`config.mk`:
```
export PLATFORM = sky130hd
export DESIGN_NAME = fit_points_to_viewport
export DESIGN_NICKNAME = d
export VERILOG_FILES = /design/src/fpv_pkg.sv /design/src/fpv_divider.sv /design/src/fpv_datapath.sv /design/src/fpv_ctrl.sv /design/src/fit_points_to_viewport.sv
export SDC_FILE = /design/constraint.sdc
export NUM_CORES = 2
export LEC_CHECK = 0
export ABC_AREA = 1
export BUFFER_PORTS_ARGS = -buffer_cell sky130_fd_sc_hd__buf_2
export CAP_MARGIN = 40
export CORE_MARGIN = 10
export CORE_UTILIZATION = 55
export CTS_CLUSTER_SIZE = 28
export DETAILED_ROUTE_END_ITERATION = 8
export GPL_TIMING_DRIVEN = 0
export PLACE_DENSITY_LB_ADDON = 0.15
export SLEW_MARGIN = 20
export SYNTH_ARGS = -nofsm -noshare
export SYNTH_HDL_FRONTEND = slang
export SYNTH_SLANG_ARGS = --single-unit
```
`constraint.sdc`:
```
create_clock -name clk -period 9.9 [get_ports clk]
set_clock_uncertainty 0.15 [all_clocks]
set_input_delay 1.98 -clock clk [delete_from_list [all_inputs] [get_ports clk]]
set_output_delay 1.98 -clock clk [all_outputs]
set_load 0.005 [all_outputs]
```
`src/fpv_pkg.sv`:
```
// Shared types and constants of the viewport fitting block.
// Used by the controller, the datapath and the top level; depends on nothing.
`timescale 1ns / 1ps

package fpv_pkg;

  localparam int CFG_INDEX_BITS = 8;
  localparam int CFG_DATA_BITS  = 13;

  localparam logic [CFG_INDEX_BITS-1:0] REG_TARGET_WIDTH  = 8'd0;
  localparam logic [CFG_INDEX_BITS-1:0] REG_TARGET_HEIGHT = 8'd1;

  localparam logic [CFG_DATA_BITS-1:0] TARGET_WIDTH_RESET  = 13'd2000;
  localparam logic [CFG_DATA_BITS-1:0] TARGET_HEIGHT_RESET = 13'd1950;

  typedef enum logic [3:0] {
    ST_IDLE,
    ST_T_MX,
    ST_T_MY,
    ST_T_OUT,
    ST_F_SPAN,
    ST_F_LDX,
    ST_F_DIVX,
    ST_F_LDY,
    ST_F_DIVY,
    ST_F_SCALE,
    ST_F_MSX,
    ST_F_MLX,
    ST_F_MSY,
    ST_F_MLY,
    ST_F_OFFY
  } state_t;

  typedef enum logic [2:0] {
    MUL_PX,
    MUL_PY,
    MUL_SPAN_X,
    MUL_LOW_X,
    MUL_SPAN_Y,
    MUL_LOW_Y
  } mul_sel_t;

  typedef struct packed {
    logic     in_load;
    logic     spans_load;
    logic     axis_y;
    logic     div_load;
    logic     div_step;
    logic     zoom_x_store;
    logic     zoom_y_store;
    logic     scale_store;
    logic     mul_en;
    mul_sel_t mul_sel;
    logic     diff_store;
    logic     shift_x_store;
    logic     shift_y_store;
    logic     res_x_store;
    logic     out_load;
  } ctrl_cmd_t;

  typedef struct packed {
    logic div_done;
    logic out_free;
  } ctrl_status_t;

endpackage

```
`src/fpv_divider.sv`:
```
// Restoring unsigned divider: one quotient bit per cycle while step is high.
// Stand-alone; used by the datapath for the per-axis zoom.
`timescale 1ns / 1ps

module fpv_divider #(
  parameter int NUM_BITS = 29,
  parameter int DEN_BITS = 17
) (
  input  logic                clk,
  input  logic                rst,
  input  logic                load,
  input  logic                step,
  input  logic [NUM_BITS-1:0] numer,
  input  logic [DEN_BITS-1:0] denom,
  output logic [NUM_BITS-1:0] quo,
  output logic                done
);

  localparam int CW = $clog2(NUM_BITS + 1);

  logic [CW-1:0]       cnt;
  logic [NUM_BITS-1:0] num;
  logic [DEN_BITS-1:0] den;
  logic [DEN_BITS-1:0] rem;
  logic [DEN_BITS-1:0] trial;
  logic                ge;

  // The remainder stays below the divisor, so its top bit is shifted out unused.
  assign trial = {rem[DEN_BITS-2:0], num[NUM_BITS-1]};
  assign ge    = (trial >= den);
  assign done  = (cnt == '0);

  always_ff @(posedge clk) begin
    if (rst) begin
      cnt <= '0;
    end else if (load) begin
      cnt <= CW'(NUM_BITS);
    end else if (step && !done) begin
      cnt <= cnt - CW'(1);
    end
  end

  always_ff @(posedge clk) begin
    if (load) begin
      num <= numer;
      den <= denom;
      rem <= '0;
      quo <= '0;
    end else if (step && !done) begin
      num <= {num[NUM_BITS-2:0], 1'b0};
      rem <= ge ? (trial - den) : trial;
      quo <= {quo[NUM_BITS-2:0], ge};
    end
  end

endmodule

```
`src/fpv_datapath.sv`:
```
// Datapath: configuration registers, bounds, zoom and offset registers,
// the shared multiplier and the output register. Uses fpv_pkg and fpv_divider.
`timescale 1ns / 1ps

module fpv_datapath #(
  parameter int COORD_BITS = 16,
  parameter int FRAC_BITS  = 16,
  parameter int TDATA_BITS = 32
) (
  input  logic                                clk,
  input  logic                                rst,
  input  fpv_pkg::ctrl_cmd_t                  cmd,
  output fpv_pkg::ctrl_status_t               status,
  input  logic [TDATA_BITS-1:0]               in_data,
  input  logic                                in_type,
  input  logic                                cfg_valid,
  input  logic [fpv_pkg::CFG_INDEX_BITS-1:0]  cfg_index,
  input  logic [fpv_pkg::CFG_DATA_BITS-1:0]   cfg_data,
  output logic                                out_valid,
  input  logic                                out_ready,
  output logic [63:0]                         out_data
);

  import fpv_pkg::*;

  localparam int SB = 11 + FRAC_BITS;
  localparam int DB = COORD_BITS + 1;
  localparam int NB = CFG_DATA_BITS + FRAC_BITS;
  localparam int PB = DB + SB;
  localparam int SW = (COORD_BITS + 15 > 34) ? COORD_BITS + 15 : 34;

  localparam logic signed [COORD_BITS-1:0] COORD_MAXV = {1'b0, {(COORD_BITS-1){1'b1}}};
  localparam logic signed [COORD_BITS-1:0] COORD_MINV = {1'b1, {(COORD_BITS-1){1'b0}}};
  localparam logic [SB-1:0] SCALE_ONE = SB'(1) << FRAC_BITS;
  localparam logic [SB-1:0] SCALE_MAX = {SB{1'b1}};
  localparam logic signed [SW-1:0] SAT_HI = {{(SW-31){1'b0}}, {31{1'b1}}};
  localparam logic signed [SW-1:0] SAT_LO = {{(SW-31){1'b1}}, {31{1'b0}}};

  function automatic logic signed [31:0] sat32(input logic signed [SW-1:0] v);
    if (v > SAT_HI) begin
      return SAT_HI[31:0];
    end else if (v < SAT_LO) begin
      return SAT_LO[31:0];
    end
    return v[31:0];
  endfunction

  logic [CFG_DATA_BITS-1:0] target_width;
  logic [CFG_DATA_BITS-1:0] target_height;

  logic signed [COORD_BITS-1:0] low_x, low_y, high_x, high_y;
  logic signed [COORD_BITS-1:0] px, py;
  logic signed [COORD_BITS-1:0] lcap_x, lcap_y;
  logic signed [DB-1:0]         span_x, span_y;
  logic [SB-1:0]                zoom_x, zoom_y, scale;
  logic signed [31:0]           shift_x, shift_y, res_x;
  logic [PB-1:0]                prod_mag;
  logic                         prod_neg;
  logic signed [SW-1:0]         diff;

  logic signed [COORD_BITS-1:0] in_x, in_y;
  logic signed [DB-1:0]         mul_a;
  logic [DB-1:0]                mul_mag;
  logic signed [SW-1:0]         tv_ext, tv;
  logic signed [SW-1:0]         tgt_ext, diff_adj, half, offset;
  logic signed [SW-1:0]         shx_ext, shy_ext;
  logic signed [SW-1:0]         sum_x, sum_y;
  logic                         span_pos_x, span_pos_y;
  logic [NB-1:0]                div_numer, div_quo;
  logic [DB-1:0]                div_denom;
  logic                         div_done;
  logic [SB-1:0]                zoom_q;

  assign in_x = in_data[COORD_BITS-1:0];
  assign in_y = in_data[2*COORD_BITS-1:COORD_BITS];

  // Configuration registers; unknown indexes are dropped.
  always_ff @(posedge clk) begin
    if (rst) begin
      target_width  <= TARGET_WIDTH_RESET;
      target_height <= TARGET_HEIGHT_RESET;
    end else if (cfg_valid) begin
      case (cfg_index)
        REG_TARGET_WIDTH:  target_width  <= cfg_data;
        REG_TARGET_HEIGHT: target_height <= cfg_data;
        default: ;
      endcase
    end
  end

  // Running bounds. They are cleared once the spans have been captured.
  always_ff @(posedge clk) begin
    if (rst || cmd.spans_load) begin
      low_x  <= COORD_MAXV;
      low_y  <= COORD_MAXV;
      high_x <= COORD_MINV;
      high_y <= COORD_MINV;
    end else if (cmd.in_load && !in_type) begin
      if (in_x < low_x)  low_x  <= in_x;
      if (in_x > high_x) high_x <= in_x;
      if (in_y < low_y)  low_y  <= in_y;
      if (in_y > high_y) high_y <= in_y;
    end
  end

  always_ff @(posedge clk) begin
    if (cmd.in_load) begin
      px <= in_x;
      py <= in_y;
    end
    if (cmd.spans_load) begin
      span_x <= {high_x[COORD_BITS-1], high_x} - {low_x[COORD_BITS-1], low_x};
      span_y <= {high_y[COORD_BITS-1], high_y} - {low_y[COORD_BITS-1], low_y};
      lcap_x <= low_x;
      lcap_y <= low_y;
    end
  end

  assign span_pos_x = !span_x[DB-1] && (span_x != '0);
  assign span_pos_y = !span_y[DB-1] && (span_y != '0);

  assign div_numer = cmd.axis_y ? {target_height, {FRAC_BITS{1'b0}}}
                                : {target_width, {FRAC_BITS{1'b0}}};
  assign div_denom = cmd.axis_y ? (span_y + DB'(1)) : (span_x + DB'(1));

  fpv_divider #(
    .NUM_BITS(NB),
    .DEN_BITS(DB)
  ) u_div (
    .clk   (clk),
    .rst   (rst),
    .load  (cmd.div_load),
    .step  (cmd.div_step),
    .numer (div_numer),
    .denom (div_denom),
    .quo   (div_quo),
    .done  (div_done)
  );

  // A quotient that does not fit the scale format saturates.
  assign zoom_q = (|div_quo[NB-1:SB]) ? SCALE_MAX : div_quo[SB-1:0];

  always_ff @(posedge clk) begin
    if (cmd.zoom_x_store) zoom_x <= span_pos_x ? zoom_q : SCALE_ONE;
    if (cmd.zoom_y_store) zoom_y <= span_pos_y ? zoom_q : SCALE_ONE;
  end

  always_ff @(posedge clk) begin
    if (rst) begin
      scale <= SCALE_ONE;
    end else if (cmd.scale_store) begin
      scale <= (zoom_x < zoom_y) ? zoom_x : zoom_y;
    end
  end

  // Shared sign-magnitude multiplier; the product is registered.
  always_comb begin
    case (cmd.mul_sel)
      MUL_PX:     mul_a = {px[COORD_BITS-1], px};
      MUL_PY:     mul_a = {py[COORD_BITS-1], py};
      MUL_SPAN_X: mul_a = span_x;
      MUL_LOW_X:  mul_a = {lcap_x[COORD_BITS-1], lcap_x};
      MUL_SPAN_Y: mul_a = span_y;
      MUL_LOW_Y:  mul_a = {lcap_y[COORD_BITS-1], lcap_y};
      default:    mul_a = '0;
    endcase
  end

  assign mul_mag = mul_a[DB-1] ? (~mul_a + 1'b1) : mul_a;

  always_ff @(posedge clk) begin
    if (cmd.mul_en) begin
      prod_mag <= PB'(mul_mag) * PB'(scale);
      prod_neg <= mul_a[DB-1];
    end
  end

  // Truncation toward zero: drop fraction bits of the magnitude, then restore the sign.
  assign tv_ext = SW'(prod_mag[PB-1:FRAC_BITS]);
  assign tv     = prod_neg ? -tv_ext : tv_ext;

  assign tgt_ext  = SW'(cmd.axis_y ? target_height : target_width);
  assign diff_adj = diff + SW'(diff[SW-1]);
  assign half     = diff_adj >>> 1;
  assign offset   = half - tv;

  always_ff @(posedge clk) begin
    if (cmd.diff_store) diff <= tgt_ext - tv;
  end

  always_ff @(posedge clk) begin
    if (rst) begin
      shift_x <= '0;
      shift_y <= '0;
    end else begin
      if (cmd.shift_x_store) shift_x <= sat32(offset);
      if (cmd.shift_y_store) shift_y <= sat32(offset);
    end
  end

  assign shx_ext = SW'(shift_x);
  assign shy_ext = SW'(shift_y);
  assign sum_x   = tv + shx_ext;
  assign sum_y   = tv + shy_ext;

  always_ff @(posedge clk) begin
    if (cmd.res_x_store) res_x <= sat32(sum_x);
  end

  always_ff @(posedge clk) begin
    if (rst) begin
      out_valid <= 1'b0;
    end else if (cmd.out_load) begin
      out_valid <= 1'b1;
    end else if (out_ready) begin
      out_valid <= 1'b0;
    end
  end

  always_ff @(posedge clk) begin
    if (cmd.out_load) out_data <= {sat32(sum_y), res_x};
  end

  assign status.div_done = div_done;
  assign status.out_free = !out_valid || out_ready;

endmodule

```
`src/fpv_ctrl.sv`:
```
// Controller state machine: sequences the bounding, zoom and transform steps.
// Uses fpv_pkg; drives the datapath command struct.
`timescale 1ns / 1ps

module fpv_ctrl (
  input  logic                  clk,
  input  logic                  rst,
  input  logic                  in_valid,
  input  logic                  in_type,
  input  logic                  in_last,
  output logic                  in_ready,
  input  fpv_pkg::ctrl_status_t status,
  output fpv_pkg::ctrl_cmd_t    cmd
);

  import fpv_pkg::*;

  state_t state, state_next;
  logic   accept;

  assign accept = in_valid && (state == ST_IDLE);

  always_ff @(posedge clk) begin
    if (rst) begin
      state <= ST_IDLE;
    end else begin
      state <= state_next;
    end
  end

  always_comb begin
    state_next = state;
    case (state)
      ST_IDLE: begin
        if (accept) begin
          if (in_type) begin
            state_next = ST_T_MX;
          end else if (in_last) begin
            state_next = ST_F_SPAN;
          end
        end
      end
      ST_T_MX:    state_next = ST_T_MY;
      ST_T_MY:    state_next = ST_T_OUT;
      ST_T_OUT:   if (status.out_free) state_next = ST_IDLE;
      ST_F_SPAN:  state_next = ST_F_LDX;
      ST_F_LDX:   state_next = ST_F_DIVX;
      ST_F_DIVX:  if (status.div_done) state_next = ST_F_LDY;
      ST_F_LDY:   state_next = ST_F_DIVY;
      ST_F_DIVY:  if (status.div_done) state_next = ST_F_SCALE;
      ST_F_SCALE: state_next = ST_F_MSX;
      ST_F_MSX:   state_next = ST_F_MLX;
      ST_F_MLX:   state_next = ST_F_MSY;
      ST_F_MSY:   state_next = ST_F_MLY;
      ST_F_MLY:   state_next = ST_F_OFFY;
      ST_F_OFFY:  state_next = ST_IDLE;
      default:    state_next = ST_IDLE;
    endcase
  end

  always_comb begin
    cmd      = '0;
    in_ready = 1'b0;
    case (state)
      ST_IDLE: begin
        in_ready    = 1'b1;
        cmd.in_load = accept;
      end
      ST_T_MX: begin
        cmd.mul_en  = 1'b1;
        cmd.mul_sel = MUL_PX;
      end
      ST_T_MY: begin
        cmd.mul_en      = 1'b1;
        cmd.mul_sel     = MUL_PY;
        cmd.res_x_store = 1'b1;
      end
      ST_T_OUT: begin
        cmd.out_load = status.out_free;
      end
      ST_F_SPAN: begin
        cmd.spans_load = 1'b1;
      end
      ST_F_LDX: begin
        cmd.div_load = 1'b1;
      end
      ST_F_DIVX: begin
        cmd.div_step     = !status.div_done;
        cmd.zoom_x_store = status.div_done;
      end
      ST_F_LDY: begin
        cmd.axis_y   = 1'b1;
        cmd.div_load = 1'b1;
      end
      ST_F_DIVY: begin
        cmd.axis_y       = 1'b1;
        cmd.div_step     = !status.div_done;
        cmd.zoom_y_store = status.div_done;
      end
      ST_F_SCALE: begin
        cmd.scale_store = 1'b1;
      end
      ST_F_MSX: begin
        cmd.mul_en  = 1'b1;
        cmd.mul_sel = MUL_SPAN_X;
      end
      ST_F_MLX: begin
        cmd.mul_en     = 1'b1;
        cmd.mul_sel    = MUL_LOW_X;
        cmd.diff_store = 1'b1;
      end
      ST_F_MSY: begin
        cmd.mul_en        = 1'b1;
        cmd.mul_sel       = MUL_SPAN_Y;
        cmd.shift_x_store = 1'b1;
      end
      ST_F_MLY: begin
        cmd.mul_en     = 1'b1;
        cmd.mul_sel    = MUL_LOW_Y;
        cmd.axis_y     = 1'b1;
        cmd.diff_store = 1'b1;
      end
      ST_F_OFFY: begin
        cmd.shift_y_store = 1'b1;
      end
      default: ;
    endcase
  end

endmodule

```
`src/fit_points_to_viewport.sv`:
```
// Fits a stream of 2-D points into a target_width x target_height image area.
// Bounding items (tuser 0) update the running bounds; the one with tlast set
// starts the zoom and offset computation, which uses one shared restoring
// divider that yields a quotient bit per cycle for each axis in turn. Transform
// items (tuser 1) go through the shared multiplier and take longer while the
// previous result still waits on the output register. Uses fpv_pkg, fpv_ctrl,
// fpv_datapath and fpv_divider.
`timescale 1ns / 1ps

module fit_points_to_viewport #(
  parameter int COORD_BITS = 16,
  parameter int FRAC_BITS  = 16
) (
  input  logic                                   clk,
  input  logic                                   rst,
  // Fields from bit 0 up: point_x, point_y, zero fill to whole bytes.
  input  logic [((2*COORD_BITS+7)/8)*8-1:0]      s_axis_tdata,
  // Field: req_type.
  input  logic                                   s_axis_tuser,
  input  logic                                   s_axis_tlast,
  input  logic                                   s_axis_tvalid,
  output logic                                   s_axis_tready,
  // Fields from bit 0 up: out_x, out_y.
  output logic [63:0]                            m_axis_tdata,
  output logic                                   m_axis_tvalid,
  input  logic                                   m_axis_tready,
  input  logic                                   cfg_valid,
  output logic                                   cfg_ready,
  input  logic [fpv_pkg::CFG_INDEX_BITS-1:0]     cfg_index,
  input  logic [fpv_pkg::CFG_DATA_BITS-1:0]      cfg_data
);

  import fpv_pkg::*;

  localparam int TDATA_BITS = ((2*COORD_BITS+7)/8)*8;

  ctrl_cmd_t    cmd;
  ctrl_status_t status;

  // Register writes complete in the cycle they are offered.
  assign cfg_ready = 1'b1;

  fpv_ctrl u_ctrl (
    .clk      (clk),
    .rst      (rst),
    .in_valid (s_axis_tvalid),
    .in_type  (s_axis_tuser),
    .in_last  (s_axis_tlast),
    .in_ready (s_axis_tready),
    .status   (status),
    .cmd      (cmd)
  );

  fpv_datapath #(
    .COORD_BITS (COORD_BITS),
    .FRAC_BITS  (FRAC_BITS),
    .TDATA_BITS (TDATA_BITS)
  ) u_dp (
    .clk       (clk),
    .rst       (rst),
    .cmd       (cmd),
    .status    (status),
    .in_data   (s_axis_tdata),
    .in_type   (s_axis_tuser),
    .cfg_valid (cfg_valid),
    .cfg_index (cfg_index),
    .cfg_data  (cfg_data),
    .out_valid (m_axis_tvalid),
    .out_ready (m_axis_tready),
    .out_data  (m_axis_tdata)
  );

endmodule

```
### Word-level counts from Yosys, hierarchy flattened

Cells that the tools add are included.
W data, S select, Z words.

| operators by class | value |
|---|---|
| order comparisons | 12 |
| equality and inequality tests | 25 |
| add/sub/neg operators | 13 |
| multiply operators | 1 |
| reductions and logical operators | 33 |
| muxes and demuxes | 59 |
| bitwise logic cells | 1 |

Operators with widths:

| kind | count |
|---|---|
| $mux W32 | 10 |
| $gt A34 B32 Y1 const B | 3 |
| $lt A34 B32 Y1 const B | 3 |
| $pmux W17 S6 | 1 |
| $mux W29 | 3 |
| $add A34 B32 Y34 | 2 |
| $pmux W4 S14 | 1 |
| $mux W27 | 2 |
| $mul A17 B27 Y44 | 1 |
| $add A17 B2 Y17 const B | 2 |
| $add A34 B1 Y34 | 1 |
| $mux W17 | 2 |
| $mux W34 | 1 |
| $neg A28 Y34 | 1 |
| $reduce_bool A17 Y1 | 2 |
| $sub A16 B16 Y17 | 2 |
| $sub A33 B34 Y34 | 1 |
| $sub A34 B34 Y34 | 1 |
| $gt A16 B16 Y1 | 2 |
| $lt A16 B16 Y1 | 2 |
| $eq A4 B4 Y1 const B | 7 |
| $mux W1 | 28 |
| $lt A27 B27 Y1 | 1 |
| $mux W4 | 6 |
| other kinds (30) | 59 |

| word-level totals | value |
|---|---|
| flip-flop bits (word level) | 609 |
| logic and storage cells | 174 |
| bits of input ports | 60 |

### Logic depth before layout (Yosys ltp)

| depth | value |
|---|---|
| depth in word-level cells | 9 |
| mapped depth | 43 |

### Cells and area by module

Synthesis repeated with hierarchy kept, for this count alone.

| unflattened totals | value |
|---|---|
| cells, all modules | 6643 |
| area total of the unflattened synthesis | 51490.6 um2 |

Modules (own cells, without submodules):

| module | area each (um2) | cells each | instances |
|---|---|---|---|
| fpv_datapath | 46328.2 | 5984 | 1 |
| fpv_divider | 4690.7 | 573 | 1 |
| fpv_ctrl | 460.4 | 84 | 1 |
| fit_points_to_viewport | 11.3 | 2 | 1 |

### Least setup slack after synthesis

No wires, ideal clock.

| path | value |
|---|---|
| path type | reg-to-reg |
| start point | register u_ctrl.state[1] |
| end point | register u_dp.prod_mag[25] (data pin) |
| setup time | 0.265 ns |
| clock period less this slack | 7.488 ns |
| stages on the path, launching flop included | 36 |
| data required time | 9.485 ns |
| arrival | 7.073 ns |
| slack | 2.412 ns |
| cells stage by stage | dfxtp_1 > buf_4 > nand2_1 > nor2_1 > clkinv_1 > nor2_1 > nor3_1 > nand2_1 > inv_1 > ha_1 > nand3_1 > inv_1 > o21ai_0 > nand2_1 > inv_1 > buf_2 > nand2_1 > fa_1 > inv_1 > fa_1 > inv_1 > fa_1 > inv_1 > fa_1 > fa_1 > inv_1 > fa_1 > inv_1 > ha_1 > a21oi_1 > o21a_1 > o21ai_0 > or2_2 > a21oi_1 > o21ai_0 > xor2_1 |

| on the way | value |
|---|---|
| word-level cells in the longest chain between the ends | 8 |
| elaborated cells between the ends (all ways) | 18 |
| classes of those cells | add/sub: 1; mul: 1; eq/ne: 11; mux: 3; bitwise: 1; reduce/logical: 1 |

Ends and longest elaborated chain:

| item | RTL line | RTL |
|---|---|---|
| start, declared | fpv_ctrl.sv:18 | `state_t state, state_next;` |
| start signal, assigned | fpv_ctrl.sv:27 | `state <= state_next;` |
| $eq A4 B4 Y1, or another cell as far along | fpv_ctrl.sv:64 | `case (state)` |
| $pmux W4 S6 * | fpv_ctrl.sv:64 |  |
| $eq A3 B3 Y1, or another cell as far along | fpv_datapath.sv:158 | `case (cmd.mul_sel)` |
| $pmux W17 S6 * | fpv_datapath.sv:158 |  |
| $not A17 Y17 | fpv_datapath.sv:169 | `assign mul_mag = mul_a[DB-1] ? (~mul_a + 1'b1) : mul_a;` |
| $add A17 B1 Y17 | fpv_datapath.sv:169 |  |
| $mux W17 * | fpv_datapath.sv:169 |  |
| $mul A17 B27 Y44 * | fpv_datapath.sv:173 | `prod_mag <= PB'(mul_mag) * PB'(scale);` |
| end signal, assigned | fpv_datapath.sv:173 |  |
| end, declared | fpv_datapath.sv:57 | `logic [PB-1:0] prod_mag;` |

Mark *: on every way between the ends. The rest lies on a longest branch, timed or not.
A chain may end at the register's enable or synchronous reset.

### Final worst setup path

| path | value |
|---|---|
| start point | register u_ctrl.state[1] |
| end point | register u_dp.prod_mag[30] (data pin) |

The elaborated chain is that of the path after synthesis.

==> impl_table.tex <==
\begin{tabular}{lr}
\hline
Metric & Value \\
\hline
\multicolumn{2}{l}{\textbf{Power}} \\
Power density normalized to cell area & 239 nW/um2 \\
Peak supply drop & 188 uV \\
Overall power & 13.2 mW \\
Leakage & 26.8 nW \\
\multicolumn{2}{l}{\textbf{Synthesis}} \\
Adder-cell share of the synthesized area & 24.1\% \\
Total number of yosys warnings & 0 \\
Number of synthesized register bits & 577 \\
Simple logic cell fraction of the synthesized area & 22.9\% \\
Main area contributors after synthesis & sky130\_fd\_sc\_hd\_\_edfxtp\_1 20\%, sky130\_fd\_sc\_hd\_\_fa\_1 15\%, sky130\_fd\_sc\_hd\_\_nand2\_1 11\%, sky130\_fd\_sc\_hd\_\_dfxtp\_1 9.3\%, sky130\_fd\_sc\_hd\_\_ha\_1 9.1\% \\
Number of standard cells after synthesis & 6545 \\
Area share of the largest cell type after synthesis & 20.2\% \\
Post-synthesis instance area & 50700 um2 \\
Synth Area in XOR/XNOR & 3.79\% \\
Share of synthesized registers carrying an async set or reset & 0\% \\
Post-synth EDFFs & 341 \\
Dominant combinational cell family by area after synthesis & adder cells \\
Sequential share of the synthesized area & 29.5\% \\
Top flip-flop cell by instance count after synthesis & sky130\_fd\_sc\_hd\_\_edfxtp\_1 \\
Number of distinct library cells after synthesis & 62 \\
Library cell occupying the most area in the post-synthesis netlist & sky130\_fd\_sc\_hd\_\_edfxtp\_1 \\
Net count after synthesis & 7354 \\
Share of synthesized area spent on multiplexers & 0.153\% \\
Area fraction in compound gates after synthesis & 9.20\% \\
Synthesized area per cell & 7.74 um2 \\
\multicolumn{2}{l}{\textbf{Worst setup path}} \\
Critical path origin & u\_ctrl.state[1]\$\_SDFFE\_PP0P\_ \\
Worst reg2reg path startpoint & u\_ctrl.state[1]\$\_SDFFE\_PP0P\_ \\
Critical path class & register to register \\
Element type at the critical path start & register \\
CP peak stage delay & 0.60 ns \\
CP Capture Type & register \\
Worst Path Arrival & 9.64 ns \\
Number of cell instances on the worst register-to-register path & 35 \\
Required time at the endpoint of the critical path & 10.10 ns \\
Most common cell type on the critical path & sky130\_fd\_sc\_hd\_\_inv\_1 \\
Master of the slowest instance on the critical path & sky130\_fd\_sc\_hd\_\_clkbuf\_1 \\
Max Fanout on Critical Path & 10 \\
\multicolumn{2}{l}{\textbf{STA}} \\
Total negative setup slack & 0 ns \\
RSZ-0062 raised after global routing & false \\
Ratio of final minimum period to clock period & 95.3\% \\
Hold violation total from the final report & 0 \\
Final max-slew violation count & 0 \\
Measured slew at the worst slew-check pin & 0.929 ns \\
F\_max & 106 MHz \\
Final setup violation count & 0 \\
Worst slew slack as a fraction of its limit & 37.4\% \\
Fin crit period & 9.44 ns \\
\multicolumn{2}{l}{\textbf{Place}} \\
Global placer's final weighted congestion & 1.00 \\
Input/output buffers & 125 \\
HPWL after DPL & 129000 um \\
\multicolumn{2}{l}{\textbf{Route}} \\
Mean number of vias per cell & 5.59 \\
Length of the first detailed-routing pass in iterations & 6 \\
Post-detailed-route wirelength per cell & 19.4 um \\
Initial detailed-routing violation count & 3967 \\
Remaining antenna violation count & 0 \\
Drc violations & 0 \\
Total number of vias & 44648 \\
Total wire length after detailed routing & 155000 um \\
\multicolumn{2}{l}{\textbf{Cells and area}} \\
Count of nets after finishing & 7566 \\
Share of final-layout standard cells stronger than drive strength 1 & 5.54\% \\
P\&R area growth vs syn & 9.30\% \\
Final antenna diode count & 0 \\
Leading cell types in the layout, fill and taps excluded & 1536 x sky130\_fd\_sc\_hd\_\_nand2\_1, 1142 x sky130\_fd\_sc\_hd\_\_inv\_1, 616 x sky130\_fd\_sc\_hd\_\_nor2\_1 \\
Most common cell after layout, fill and taps aside & sky130\_fd\_sc\_hd\_\_nand2\_1 \\
Count of filler cells inserted in the layout & 8345 \\
\multicolumn{2}{l}{\textbf{Floorplanning}} \\
Die Footprint & 105000 um2 \\
Area of the core region & 91500 um2 \\
Initial standard-cell utilization of the core & 55.4\% \\
Row count & 111 \\
Die height & 324 um \\
Die boundary width & 324 um \\
Top Ports & 127 \\
\multicolumn{2}{l}{\textbf{Clocking}} \\
Count of H-tree levels built during CTS & 3 \\
CTS clock-pin slew for the worst setup and hold paths & 0.06 ns \\
Root Buffer & sky130\_fd\_sc\_hd\_\_clkbuf\_16 \\
Clk sink count & 577 \\
Number of clock buffers inserted by TritonCTS & 66 \\
Clock buffer depth & 3 \\
CTS tree & done \\
Clk Latency, worst-skew pair & 0.62 ns \\
\multicolumn{2}{l}{\textbf{Min path}} \\
Worst hold path class & register to register \\
Hold path startpoint & u\_dp.res\_x[17]\$\_DFFE\_PP\_ \\
Number of cells traversed by the worst hold path & 0 \\
\multicolumn{2}{l}{\textbf{Global routing}} \\
First-pass GRT wire length & 243000 um \\
Maximum number of pins on one net before global-route repair & 33 \\
GR Util All Layers & 29.7\% \\
Antenna violations before repair & 2 \\
Number of global-route vias before repair & 43893 \\
Total overflow reported by the global router & 0 \\
\multicolumn{2}{l}{\textbf{Run}} \\
Max Cap Violations & 0 \\
\multicolumn{2}{l}{\textbf{Run status}} \\
Outcome & completed \\
\hline
\end{tabular}
==> where the power goes <==
| group | switching [mW] | total, mW | leakage [nW] | internal (mW) |
|---|---|---|---|---|
| sequential | 0.235 | 3.45 | 4.98 | 3.22 |
| clock | 1.05 | 2.53 | 1.08 | 1.49 |
| combinational | 5.13 | 7.24 | 20.7 | 2.11 |
| total | 6.41 | 13.2 | 26.8 | 6.81 |
==> stage by stage <==
step           setup slack (ns)  area, um2  std cells  hold WS, ns  utilization (%)
2_1_floorplan              2.41      50700       6545        0.250                -
3_3_place_gp              0.463      52800       7856        0.253             57.7
6_report                  0.463      55400       7994        0.267             60.5
3_5_place_dp              0.367      53100       7872        0.255             58.1
4_1_cts                   0.356      55300       7991        0.268             60.5
5_1_grt                  0.0269      55400       7994        0.272             60.5
==> final cells by class <==
type	instances	area, um2	share of cell area (%)
Buffer	195	830	1.50
Clock buffer	81	1760	3.18
Clock inverter	38	444	0.802
Inverter	1165	4370	7.90
Multi-Input combinational cell	4608	30600	55.2
Sequential cell	577	15000	27.0
Tap cell	1186	1480	2.68
Timing Repair Buffer	144	958	1.73
==> Yosys cell counts (46+ instances only) <==
| master | n |
|---|---|
| sky130_fd_sc_hd__a21oi_1 | 435 |
| sky130_fd_sc_hd__buf_2 | 46 |
| sky130_fd_sc_hd__clkbuf_1 | 120 |
| sky130_fd_sc_hd__dfxtp_1 | 236 |
| sky130_fd_sc_hd__edfxtp_1 | 341 |
| sky130_fd_sc_hd__fa_1 | 379 |
| sky130_fd_sc_hd__ha_1 | 370 |
| sky130_fd_sc_hd__inv_1 | 1142 |
| sky130_fd_sc_hd__nand2_1 | 1538 |
| sky130_fd_sc_hd__nand3_1 | 366 |
| sky130_fd_sc_hd__nand4_1 | 84 |
| sky130_fd_sc_hd__nor2_1 | 621 |
| sky130_fd_sc_hd__nor3_1 | 53 |
| sky130_fd_sc_hd__o21ai_0 | 234 |
| sky130_fd_sc_hd__xnor2_1 | 64 |
| sky130_fd_sc_hd__xor2_1 | 155 |
==> worst paths after layout <==
| check | slack, ns | to |
|---|---|---|
| worst max-delay path | 0.46 | u_dp.prod_mag[30]$_DFFE_PN_ |
| worst min-delay path | 0.27 | u_dp.out_data[17]$_DFFE_PP_ |
| worst max register to register | 0.46 | u_dp.prod_mag[30]$_DFFE_PN_ |
| worst min register to register | 0.27 | u_dp.out_data[17]$_DFFE_PP_ |
==> routing by layer <==
metal  vias up  share of wire (%)  global-route usage, %
li1      21339                  -                      -
met1     21198                 41                   38.2
met2      1751                 46                   48.7
met3       356                7.9                   4.84
met4         4                5.2                   14.0
met5         -              0.016                      0
==> critical path: cells and delay by family (launching register included) <==
kind            cells  cell delay, ns
xor+xnor            1            0.12
buf+inv            11            1.62
simple gates        8            1.70
compound gates      7            1.54
fa+ha+maj           8            3.73
flops               1            0.29
==> state kept, by name, summed over array words and instances, names as in the netlist, 17 cells and up <==
register	flops
u_dp.diff	34
u_dp.u_div.den	17
u_dp.out_data	64
u_dp.zoom_y	27
u_dp.res_x	32
u_dp.zoom_x	27
u_dp.shift_x	32
u_dp.prod_mag	28
u_dp.u_div.quo	29
u_dp.shift_y	32
u_dp.span_y	17
u_dp.span_x	17
u_dp.scale	27
==> logic make-up (layout without fill, tap and decap cells) <==
kind of cell               after synthesis  after routing
and+or+nand+nor                       2784           2784
buffers and inverters                 1360           1623
AOI/OAI and AO/OA                      848            848
adders and majority gates              749            749
DFF                                    577            577
xor gates and xnor gates               219            219
muxes                                    7              7
other                                    1              1
==> repair_timing <==
action | CTS | global route
hold endpoints to repair | 0 | 0
hold buffers | 0 | 0
setup buffers | 0 | 0
resized for setup | 0 | 4
endpoints found under the setup margin | 0 | 19
Note: power is estimated with default switching activity, not from simulation.
